$ cat src/hdl/orl_pkg.sv
// Shared types, field widths and operation and status codes of the ordered record list.
`timescale 1ns / 1ps

package orl_pkg;

    localparam int DEFAULT_CAPACITY = 16;

    localparam int FUNC_W   = 3;
    localparam int KEY_W    = 32;
    localparam int TAG_W    = 16;
    localparam int PAY_W    = 32;
    localparam int POS_W    = 5;
    localparam int STATUS_W = 2;
    localparam int HELD_W   = 5;

    // Operation codes carried in the func field.
    localparam logic [FUNC_W-1:0] FN_INS_FIRST = 3'd0;
    localparam logic [FUNC_W-1:0] FN_INS_LAST  = 3'd1;
    localparam logic [FUNC_W-1:0] FN_INS_UNIQ  = 3'd2;
    localparam logic [FUNC_W-1:0] FN_INS_AT    = 3'd3;
    localparam logic [FUNC_W-1:0] FN_DEL_KEY   = 3'd4;
    localparam logic [FUNC_W-1:0] FN_EXTRACT   = 3'd5;

    // Result status codes.
    localparam logic [STATUS_W-1:0] ST_OK   = 2'd0;
    localparam logic [STATUS_W-1:0] ST_FULL = 2'd1;
    localparam logic [STATUS_W-1:0] ST_DUP  = 2'd2;
    localparam logic [STATUS_W-1:0] ST_MISS = 2'd3;

    typedef struct packed {
        logic [FUNC_W-1:0] func;
        logic [KEY_W-1:0]  record_key;
        logic [TAG_W-1:0]  record_tag;
        logic [PAY_W-1:0]  record_payload;
        logic [POS_W-1:0]  position;
    } req_t;

    typedef struct packed {
        logic [STATUS_W-1:0] status;
        logic [KEY_W-1:0]    out_key;
        logic [TAG_W-1:0]    out_tag;
        logic [PAY_W-1:0]    out_payload;
        logic [HELD_W-1:0]   entries_held;
        logic                last;
    } rsp_t;

    // One stored record as it sits in the record memory.
    typedef struct packed {
        logic [KEY_W-1:0] key;
        logic [TAG_W-1:0] tag;
        logic [PAY_W-1:0] payload;
    } rec_t;

endpackage

$ cat src/hdl/orl_store.sv
// Record memory: one write port and one read port with registered read data.
`timescale 1ns / 1ps

module orl_store #(
    parameter int DEPTH = 16,
    parameter int AW    = $clog2(DEPTH)
) (
    input  logic            aclk,
    input  logic            wr_en,
    input  logic [AW-1:0]   wr_addr,
    input  orl_pkg::rec_t   wr_data,
    input  logic            rd_en,
    input  logic [AW-1:0]   rd_addr,
    output orl_pkg::rec_t   rd_data
);
    import orl_pkg::*;

    rec_t mem [DEPTH];
    rec_t rd_data_reg;

    always_ff @(posedge aclk) begin
        if (wr_en) begin
            mem[wr_addr] <= wr_data;
        end
    end

    always_ff @(posedge aclk) begin
        if (rd_en) begin
            rd_data_reg <= mem[rd_addr];
        end
    end

    assign rd_data = rd_data_reg;

endmodule

$ cat src/hdl/ordered_record_list_top.sv
// Top level of the ordered record list: sequencer around a single record memory.
`timescale 1ns / 1ps

//  Channel  Direction  Handshake           Transaction
//  s_       in         s_valid / s_ready   one operation (orl_pkg::req_t)
//  m_       out        m_valid / m_ready   one result record (orl_pkg::rsp_t)
//
// One operation at a time; s_ready is high only while the sequencer is idle, and
// records live in one memory with a registered read, walked one entry per cycle
// unless the m_ channel stalls. A plain insert moves the records from its position
// to the tail; a delete or insert-unique scans the list, an extract scans it and
// walks it again; a plain insert into a full list or an unknown code goes straight
// to the result. Reset (aresetn low, synchronous) empties the list, with no clearing
// pass. A stalled m_ channel holds an extract walk, or any final result, until taken.

module ordered_record_list_top #(
    parameter int CAPACITY = orl_pkg::DEFAULT_CAPACITY
) (
    input  logic           aclk,
    input  logic           aresetn,
    input  logic           s_valid,
    output logic           s_ready,
    input  orl_pkg::req_t  s_data,
    output logic           m_valid,
    input  logic           m_ready,
    output orl_pkg::rsp_t  m_data
);
    import orl_pkg::*;

    // IDX_W addresses the memory; CNT_W also holds the full count.
    localparam int IDX_W = $clog2(CAPACITY);
    localparam int CNT_W = $clog2(CAPACITY + 1);
    localparam int PW    = (CNT_W > POS_W) ? CNT_W : POS_W;

    typedef enum logic [5:0] {
        S_IDLE    = 6'b000001,
        S_SCAN    = 6'b000010,
        S_SHIFT   = 6'b000100,
        S_COMPACT = 6'b001000,
        S_PUT     = 6'b010000,
        S_RESP    = 6'b100000
    } state_t;

    state_t                state_reg,     state_next;
    logic [CNT_W-1:0]      count_reg,     count_next;
    logic [FUNC_W-1:0]     op_reg,        op_next;
    logic [KEY_W-1:0]      key_reg,       key_next;
    logic [TAG_W-1:0]      tag_reg,       tag_next;
    logic [PAY_W-1:0]      pay_reg,       pay_next;
    logic [IDX_W-1:0]      tgt_reg,       tgt_next;
    logic [CNT_W-1:0]      rd_ptr_reg,    rd_ptr_next;
    logic [IDX_W-1:0]      rd_idx_reg,    rd_idx_next;
    logic                  rvld_reg,      rvld_next;
    logic [CNT_W-1:0]      wr_ptr_reg,    wr_ptr_next;
    logic [CNT_W-1:0]      shift_cnt_reg, shift_cnt_next;
    logic [CNT_W-1:0]      nmatch_reg,    nmatch_next;
    logic [CNT_W-1:0]      rem_reg,       rem_next;
    rec_t                  hit_reg,       hit_next;
    logic [STATUS_W-1:0]   st_reg,        st_next;
    logic                  m_valid_reg,   m_valid_next;
    rsp_t                  m_data_reg,    m_data_next;

    logic                  mem_we;
    logic [IDX_W-1:0]      mem_waddr;
    rec_t                  mem_wdata;
    logic                  mem_re;
    logic [IDX_W-1:0]      mem_raddr;
    rec_t                  mem_rdata;

    logic                  out_free;
    logic                  in_take;
    logic [CNT_W-1:0]      ins_pos;
    logic                  stop_scan;
    logic                  stall;
    logic                  walk_done;

    orl_store #(
        .DEPTH (CAPACITY),
        .AW    (IDX_W)
    ) u_store (
        .aclk    (aclk),
        .wr_en   (mem_we),
        .wr_addr (mem_waddr),
        .wr_data (mem_wdata),
        .rd_en   (mem_re),
        .rd_addr (mem_raddr),
        .rd_data (mem_rdata)
    );

    assign s_ready  = (state_reg == S_IDLE);
    assign in_take  = s_valid && s_ready;
    assign out_free = !m_valid_reg || m_ready;
    assign m_valid  = m_valid_reg;
    assign m_data   = m_data_reg;

    // A walk is over once every issued read has come back and no read is left.
    assign walk_done = (rd_ptr_reg == count_reg) && !rvld_reg;

    // Target slot of a plain insert, with the position clamped to the count.
    always_comb begin
        unique case (s_data.func)
            FN_INS_FIRST: ins_pos = '0;
            FN_INS_AT: begin
                if (PW'(s_data.position) > PW'(count_reg)) begin
                    ins_pos = count_reg;
                end else begin
                    ins_pos = CNT_W'(s_data.position);
                end
            end
            default: ins_pos = count_reg;
        endcase
    end

    always_comb begin
        state_next     = state_reg;
        count_next     = count_reg;
        op_next        = op_reg;
        key_next       = key_reg;
        tag_next       = tag_reg;
        pay_next       = pay_reg;
        tgt_next       = tgt_reg;
        rd_ptr_next    = rd_ptr_reg;
        rd_idx_next    = rd_idx_reg;
        rvld_next      = 1'b0;
        wr_ptr_next    = wr_ptr_reg;
        shift_cnt_next = shift_cnt_reg;
        nmatch_next    = nmatch_reg;
        rem_next       = rem_reg;
        hit_next       = hit_reg;
        st_next        = st_reg;
        m_valid_next   = m_valid_reg && !m_ready;
        m_data_next    = m_data_reg;
        mem_we         = 1'b0;
        mem_waddr      = '0;
        mem_wdata      = mem_rdata;
        mem_re         = 1'b0;
        mem_raddr      = rd_ptr_reg[IDX_W-1:0];
        stop_scan      = 1'b0;
        stall          = 1'b0;

        unique case (state_reg)
            S_IDLE: begin
                if (in_take) begin
                    op_next     = s_data.func;
                    key_next    = s_data.record_key;
                    tag_next    = s_data.record_tag;
                    pay_next    = s_data.record_payload;
                    hit_next    = '0;
                    st_next     = ST_OK;
                    rd_ptr_next = '0;
                    nmatch_next = '0;
                    unique case (s_data.func)
                        FN_INS_FIRST, FN_INS_LAST, FN_INS_AT: begin
                            if (count_reg == CNT_W'(CAPACITY)) begin
                                st_next    = ST_FULL;
                                state_next = S_RESP;
                            end else begin
                                // Walk downward from the tail, opening a gap at the target.
                                tgt_next       = ins_pos[IDX_W-1:0];
                                shift_cnt_next = count_reg - ins_pos;
                                rd_ptr_next    = count_reg - CNT_W'(1);
                                state_next     = (count_reg != ins_pos) ? S_SHIFT : S_PUT;
                            end
                        end
                        FN_INS_UNIQ, FN_DEL_KEY, FN_EXTRACT: begin
                            state_next = S_SCAN;
                        end
                        default: begin
                            state_next = S_RESP;
                        end
                    endcase
                end
            end

            S_SCAN: begin
                if (rvld_reg) begin
                    if (op_reg == FN_INS_UNIQ && mem_rdata.key == key_reg) begin
                        stop_scan  = 1'b1;
                        st_next    = ST_DUP;
                        state_next = S_RESP;
                    end else if (op_reg == FN_DEL_KEY && mem_rdata.key == key_reg) begin
                        // First hit: keep the record, then close the gap behind it.
                        stop_scan   = 1'b1;
                        hit_next    = mem_rdata;
                        wr_ptr_next = CNT_W'(rd_idx_reg);
                        rd_ptr_next = CNT_W'(rd_idx_reg) + CNT_W'(1);
                        state_next  = S_COMPACT;
                    end else if (op_reg == FN_EXTRACT && mem_rdata.tag == tag_reg) begin
                        nmatch_next = nmatch_reg + CNT_W'(1);
                    end
                end
                if (!stop_scan) begin
                    if (rd_ptr_reg < count_reg) begin
                        mem_re      = 1'b1;
                        rd_idx_next = rd_ptr_reg[IDX_W-1:0];
                        rd_ptr_next = rd_ptr_reg + CNT_W'(1);
                        rvld_next   = 1'b1;
                    end else if (walk_done) begin
                        priority case (op_reg)
                            FN_INS_UNIQ: begin
                                if (count_reg == CNT_W'(CAPACITY)) begin
                                    st_next    = ST_FULL;
                                    state_next = S_RESP;
                                end else begin
                                    tgt_next   = count_reg[IDX_W-1:0];
                                    state_next = S_PUT;
                                end
                            end
                            FN_EXTRACT: begin
                                if (nmatch_reg == '0) begin
                                    st_next    = ST_MISS;
                                    state_next = S_RESP;
                                end else begin
                                    rd_ptr_next = '0;
                                    wr_ptr_next = '0;
                                    rem_next    = nmatch_reg;
                                    state_next  = S_COMPACT;
                                end
                            end
                            default: begin
                                st_next    = ST_MISS;
                                state_next = S_RESP;
                            end
                        endcase
                    end
                end
            end

            S_SHIFT: begin
                if (rvld_reg) begin
                    mem_we    = 1'b1;
                    mem_waddr = rd_idx_reg + IDX_W'(1);
                    mem_wdata = mem_rdata;
                end
                if (shift_cnt_reg != '0) begin
                    mem_re         = 1'b1;
                    rd_idx_next    = rd_ptr_reg[IDX_W-1:0];
                    rd_ptr_next    = rd_ptr_reg - CNT_W'(1);
                    shift_cnt_next = shift_cnt_reg - CNT_W'(1);
                    rvld_next      = 1'b1;
                end else if (!rvld_reg) begin
                    state_next = S_PUT;
                end
            end

            S_COMPACT: begin
                if (rvld_reg) begin
                    if (op_reg == FN_EXTRACT && mem_rdata.tag == tag_reg) begin
                        if (out_free) begin
                            m_valid_next             = 1'b1;
                            m_data_next.status       = ST_OK;
                            m_data_next.out_key      = mem_rdata.key;
                            m_data_next.out_tag      = mem_rdata.tag;
                            m_data_next.out_payload  = mem_rdata.payload;
                            m_data_next.entries_held = HELD_W'(count_reg - nmatch_reg);
                            m_data_next.last         = (rem_reg == CNT_W'(1));
                            rem_next                 = rem_reg - CNT_W'(1);
                        end else begin
                            stall = 1'b1;
                        end
                    end else begin
                        mem_we      = 1'b1;
                        mem_waddr   = wr_ptr_reg[IDX_W-1:0];
                        mem_wdata   = mem_rdata;
                        wr_ptr_next = wr_ptr_reg + CNT_W'(1);
                    end
                end
                if (stall) begin
                    // Hold the read data in place until the output register frees up.
                    rvld_next = 1'b1;
                end else if (rd_ptr_reg < count_reg) begin
                    mem_re      = 1'b1;
                    rd_ptr_next = rd_ptr_reg + CNT_W'(1);
                    rvld_next   = 1'b1;
                end else if (walk_done) begin
                    count_next = wr_ptr_reg;
                    if (op_reg == FN_DEL_KEY) begin
                        st_next    = ST_OK;
                        state_next = S_RESP;
                    end else begin
                        state_next = S_IDLE;
                    end
                end
            end

            S_PUT: begin
                mem_we            = 1'b1;
                mem_waddr         = tgt_reg;
                mem_wdata.key     = key_reg;
                mem_wdata.tag     = tag_reg;
                mem_wdata.payload = pay_reg;
                count_next        = count_reg + CNT_W'(1);
                state_next        = S_RESP;
            end

            S_RESP: begin
                if (out_free) begin
                    m_valid_next             = 1'b1;
                    m_data_next.status       = st_reg;
                    m_data_next.out_key      = hit_reg.key;
                    m_data_next.out_tag      = hit_reg.tag;
                    m_data_next.out_payload  = hit_reg.payload;
                    m_data_next.entries_held = HELD_W'(count_reg);
                    m_data_next.last         = 1'b1;
                    state_next               = S_IDLE;
                end
            end

            default: begin
                state_next = S_IDLE;
            end
        endcase
    end

    always_ff @(posedge aclk) begin
        if (!aresetn) begin
            state_reg   <= S_IDLE;
            count_reg   <= '0;
            rvld_reg    <= 1'b0;
            m_valid_reg <= 1'b0;
        end else begin
            state_reg   <= state_next;
            count_reg   <= count_next;
            rvld_reg    <= rvld_next;
            m_valid_reg <= m_valid_next;
        end
    end

    always_ff @(posedge aclk) begin
        op_reg        <= op_next;
        key_reg       <= key_next;
        tag_reg       <= tag_next;
        pay_reg       <= pay_next;
        tgt_reg       <= tgt_next;
        rd_ptr_reg    <= rd_ptr_next;
        rd_idx_reg    <= rd_idx_next;
        wr_ptr_reg    <= wr_ptr_next;
        shift_cnt_reg <= shift_cnt_next;
        nmatch_reg    <= nmatch_next;
        rem_reg       <= rem_next;
        hit_reg       <= hit_next;
        st_reg        <= st_next;
        m_data_reg    <= m_data_next;
    end

    // The list never holds more records than the memory has entries.
    assert property (@(posedge aclk) disable iff (!aresetn)
        count_reg <= CNT_W'(CAPACITY))
        else $error("record count exceeds capacity");

    // Walks never read and write the same entry in one cycle.
    assert property (@(posedge aclk) disable iff (!aresetn)
        !(mem_we && mem_re && mem_waddr == mem_raddr))
        else $error("read and write of the same entry in one cycle");

    // The count only moves when a record is placed or a walk closes gaps.
    assert property (@(posedge aclk) disable iff (!aresetn)
        !$stable(count_reg) |-> ($past(state_reg) == S_PUT || $past(state_reg) == S_COMPACT))
        else $error("record count changed outside an insert or a removal");

    // A new result is never loaded over one that is still waiting to be taken.
    assert property (@(posedge aclk) disable iff (!aresetn)
        (m_valid_reg && !m_ready) |=> $stable(m_data_reg))
        else $error("pending result overwritten");

endmodule
$ cat config.mk
export PLATFORM = sky130hd
export DESIGN_NAME = ordered_record_list_top
export DESIGN_NICKNAME = d
export VERILOG_FILES = /design/src/hdl/orl_pkg.sv /design/src/hdl/orl_store.sv /design/src/hdl/ordered_record_list_top.sv
export SDC_FILE = /design/constraint.sdc
export NUM_CORES = 2
export LEC_CHECK = 0
export BUFFER_PORTS_ARGS = -buffer_cell sky130_fd_sc_hd__buf_2
export CAP_MARGIN = 5
export CORE_ASPECT_RATIO = 1.1
export CORE_UTILIZATION = 40
export CTS_BUF_LIST = sky130_fd_sc_hd__clkbuf_16
export CTS_CLUSTER_DIAMETER = 150
export CTS_CLUSTER_SIZE = 14
export DETAILED_ROUTE_END_ITERATION = 7
export PLACE_DENSITY = 0.51
export SYNTH_ARGS = -nofsm -noshare
export SYNTH_HDL_FRONTEND = slang
export SYNTH_SLANG_ARGS = --single-unit
export TNS_END_PERCENT = 30
$ cat constraint.sdc
create_clock -name aclk -period 10.9 [get_ports aclk]
set_clock_uncertainty 0.2 [all_clocks]
set_input_delay 0.545 -clock aclk [delete_from_list [all_inputs] [get_ports aclk]]
set_output_delay 0.545 -clock aclk [all_outputs]
set_load 0.05 [all_outputs]
==> summary.md <==
| Metric | Value |
|---|---|
| Status | complete, no violations |
| Final nets | 3,718 |
| Combined flip-flop and latch cell area | 0.04969 mm2 |
| Final Hold Fails | 0 |
| RSZ-0062 raised after global routing | no |
| Die area | 0.1640 mm2 |
| Worst Path Max Fanout | 52 |
| Post-place setup slack | 4696 ps |
| H-tree Lvls | 4 |
| ANT nets after route | 0 |
| CTS root buffer | clkbuf_16 |
| Syn nets | 3,408 |
| Area of the multi-input gates | 0.01472 mm2 |
| Largest family of logic cells by synthesized area | multiplexers |
| Post-synthesis mux area share | 0.1401 |
| FF+latch count, synth | 1,659 |
| Gr usage total | 0.2119 |
| DR iter-0 viols | 3,222 |
| Slowest stage delay, CP | 780 ps |
| Post-synth EDFFs | approximately 1.6k |
| Via count | 32.33k |
| # fillers | 13.64k |
| Cell Area, Placed | slightly below 0.07 mm2 |
| Row cnt | 154 |
| Peak VDD IR | 0.1959 mV |
| Vias in the first global route | approximately 34k |
| Slew @ Worst Pin | approximately 1200 ps |
| DIE WIDTH | ~390 um |
| Crit-path cells | nor4_1, and3_4, buf_4, a32oi_1, inv_1, nand2_1, a221o_1, nor2_4, buf_4, buf_4 |
| Top post-synthesis cells by area | edfxtp_1, mux4_2, nand2_1 |
| Mapped Cells | 3,285 |
| CTS buffer count | 136 |
| Maximum root-to-sink buffer count | 3 |
| IO buf count | 181 |
| CTS tree | built |
| Drt pass-1 iters | 6 |
| PwrDens | 205.6 mW/mm2 |
| Post-Synthesis Cell Area | ~0.065 mm2 |
| Adder-Cell Fraction of Synth Area | 0.006203 |
| Top delay family on crit path | buffers and inverters |
| Crit path buffers/inverters | 4 |
| Setup WS post-layout | 4775 ps |
| Design area | 0.07312 mm2 |
| DRC viols | 0 |
| Total power | 15,030 uW |
| Core area | 0.1607 mm2 |
| Sum Neg Setup Slack | 0 ps |
| Worst Setup Start Kind | register |
| IO Pins | between 150 and 200 |
| Clk sinks | 1,659 |
| Post-synth top area share | 0.7610 |
| Arr. time, crit path | roughly 6300 ps |
| Initial antenna violation count | 9 |
| Setup CP Type | register to register |
| Initial Util | 0.4042 |
| Hold Path Class | input pin to register |
| Max Slew Vio Count | 0 |
| Routability cong. | 0.8381 |
| Area growth syn-to-layout | 12.59% |
| Reg2reg setup slack | 4780 ps |
| WL final | 171,500 um |
| Final Util | 0.4550 |
| Number of max-cap violations | 0 |
| Synth Area in Simple Gates | 0.05359 |
| Rel. slew slack | 0.1604 |
| Final min period | 6125 ps |
| Distinct cells, synth | 68 |
| Fraction of layout cells with a size suffix above 1 | 0.2335 |
| Die Y | 424.6 um |
| Vias per inst | about 5.6 |
| Yosys warning total | 0 |
| Hold_buf cts | 86 |
| Synth Area in Compound Gates | 0.01456 |
| Post-synthesis xor/xnor area fraction | 0.009305 |
| Post-synthesis average cell area | a little under 20 um2 |
| CP max stage cell | and3_4 |
| Total grt overflow | 0 |
| Post_cts resized | 0 |
| Area leader, netlist | edfxtp_1 |
| Seq/Total Area, Yosys | 0.7650 |
| Clock slew at reported path FFs | approximately 70 ps |
| Final setup viols | 0 |
| Period Utilization, post-route | 0.5619 |
| Top cell by count, worst path | buf_4 |
| Final HPWL DP | 100,400 um |
| CP Capture Type | register |
| Largest net degree at the start of global routing | 147 |
| Clk_lat worst skew | 800 ps |
| Share of flip-flops with an asynchronous set or reset | 0 |
| Highest clock rate | 163.3 MHz |
| Main synth FF type | edfxtp_1 |
| Largest register FFs | 1,280 |
| Worst EP required | 11,090 ps |
| Pleak | 0.02373 uW |
| Number of setup buffers added after CTS | 0 |
| Wirelength per Cell | between 20 and 30 um |
| Global-route wire length before repair | approximately 250,000 um |
cell usage after synthesis, types with 28 or more instances:
cell type	count
a21oi_1	28
and2_1	91
buf_1	30
clkbuf_1	123
edfxtp_1	1646
ha_1	29
inv_1	30
mux4_2	400
nand2_1	523
nor2_1	54
o21ai_0	41
xnor2_1	38
xor2_1	31
power breakdown:
part           total [uW]  switching [uW]  internal [uW]
Sequential           7480             119           7360
Clock                4460            2200           2260
Combinational        3090            1700           1390
Total               15000            4020          11000
per-stage QoR:
stage          hold WS (ps)  std cells
2_1_floorplan         252.3       3285
3_3_place_gp          295.1       5476
3_5_place_dp          299.9       5477
4_1_cts               61.40       5720
5_1_grt               151.6       5720
6_report              164.3       5725
final timing paths:
path / end / start / cells after the start
max: u_store.mem[15][7] / state_reg[2] / 10
min reg2reg: m_data[74] / hit_reg[68] / 2
max reg2reg: u_store.mem[15][7] / state_reg[2] / 10
min: tgt_reg[0] / s_data[0] / 5
layout by cell type (no fill, tap or decap), types with 29 or more instances in the layout:
cell type | Yosys | routed
ha_1 | 29 | 29
nand2_1 | 523 | 523
buf_2 | 7 | 181
xnor2_1 | 38 | 38
o21ai_0 | 41 | 40
dlygate4sd3_1 | 0 | 86
xor2_1 | 31 | 31
and2_1 | 91 | 91
clkbuf_16 | 0 | 137
nor2_1 | 54 | 39
inv_1 | 30 | 34
buf_4 | 1 | 63
mux4_2 | 400 | 400
edfxtp_1 | 1646 | 1646
layout make-up:
cell class              count  area share
inverters                  30    0.001574
clock buffers             137     0.04688
repair buffers            333     0.03145
multi-input cells        1435      0.2013
well taps                2106     0.03604
flip-flops and latches   1659      0.6795
diodes                      5   0.0001711
clock inverters            20    0.003114
worst register-to-register path: cells and delay by family, from the launching register on:
family | cells | cell delay (ps)
AOI/OAI and AO/OA | 2 | 760
DFF | 1 | 420
buffers and inverters | 4 | 2290
and+or+nand+nor | 4 | 2020
kinds of logic after synthesis:
family          count (synthesis)
fa+ha+maj                      31
flops                        1659
compound gates                141
xor+xnor                       69
simple gates                  785
buf+inv                       191
mux                           409
routing by layer:
| metal | up-vias | global-route usage | part of all wire |
|---|---|---|---|
| met1 | 17500 | 0.3030 | 0.44 |
| met5 | - | 0 | 0.00016 |
| met4 | 4 | 0.04580 | 0.018 |
| met2 | 1028 | 0.3440 | 0.49 |
| li1 | 13600 | - | - |
| met3 | 197 | 0.03282 | 0.053 |
Note: power is estimated with default switching activity, not from simulation.
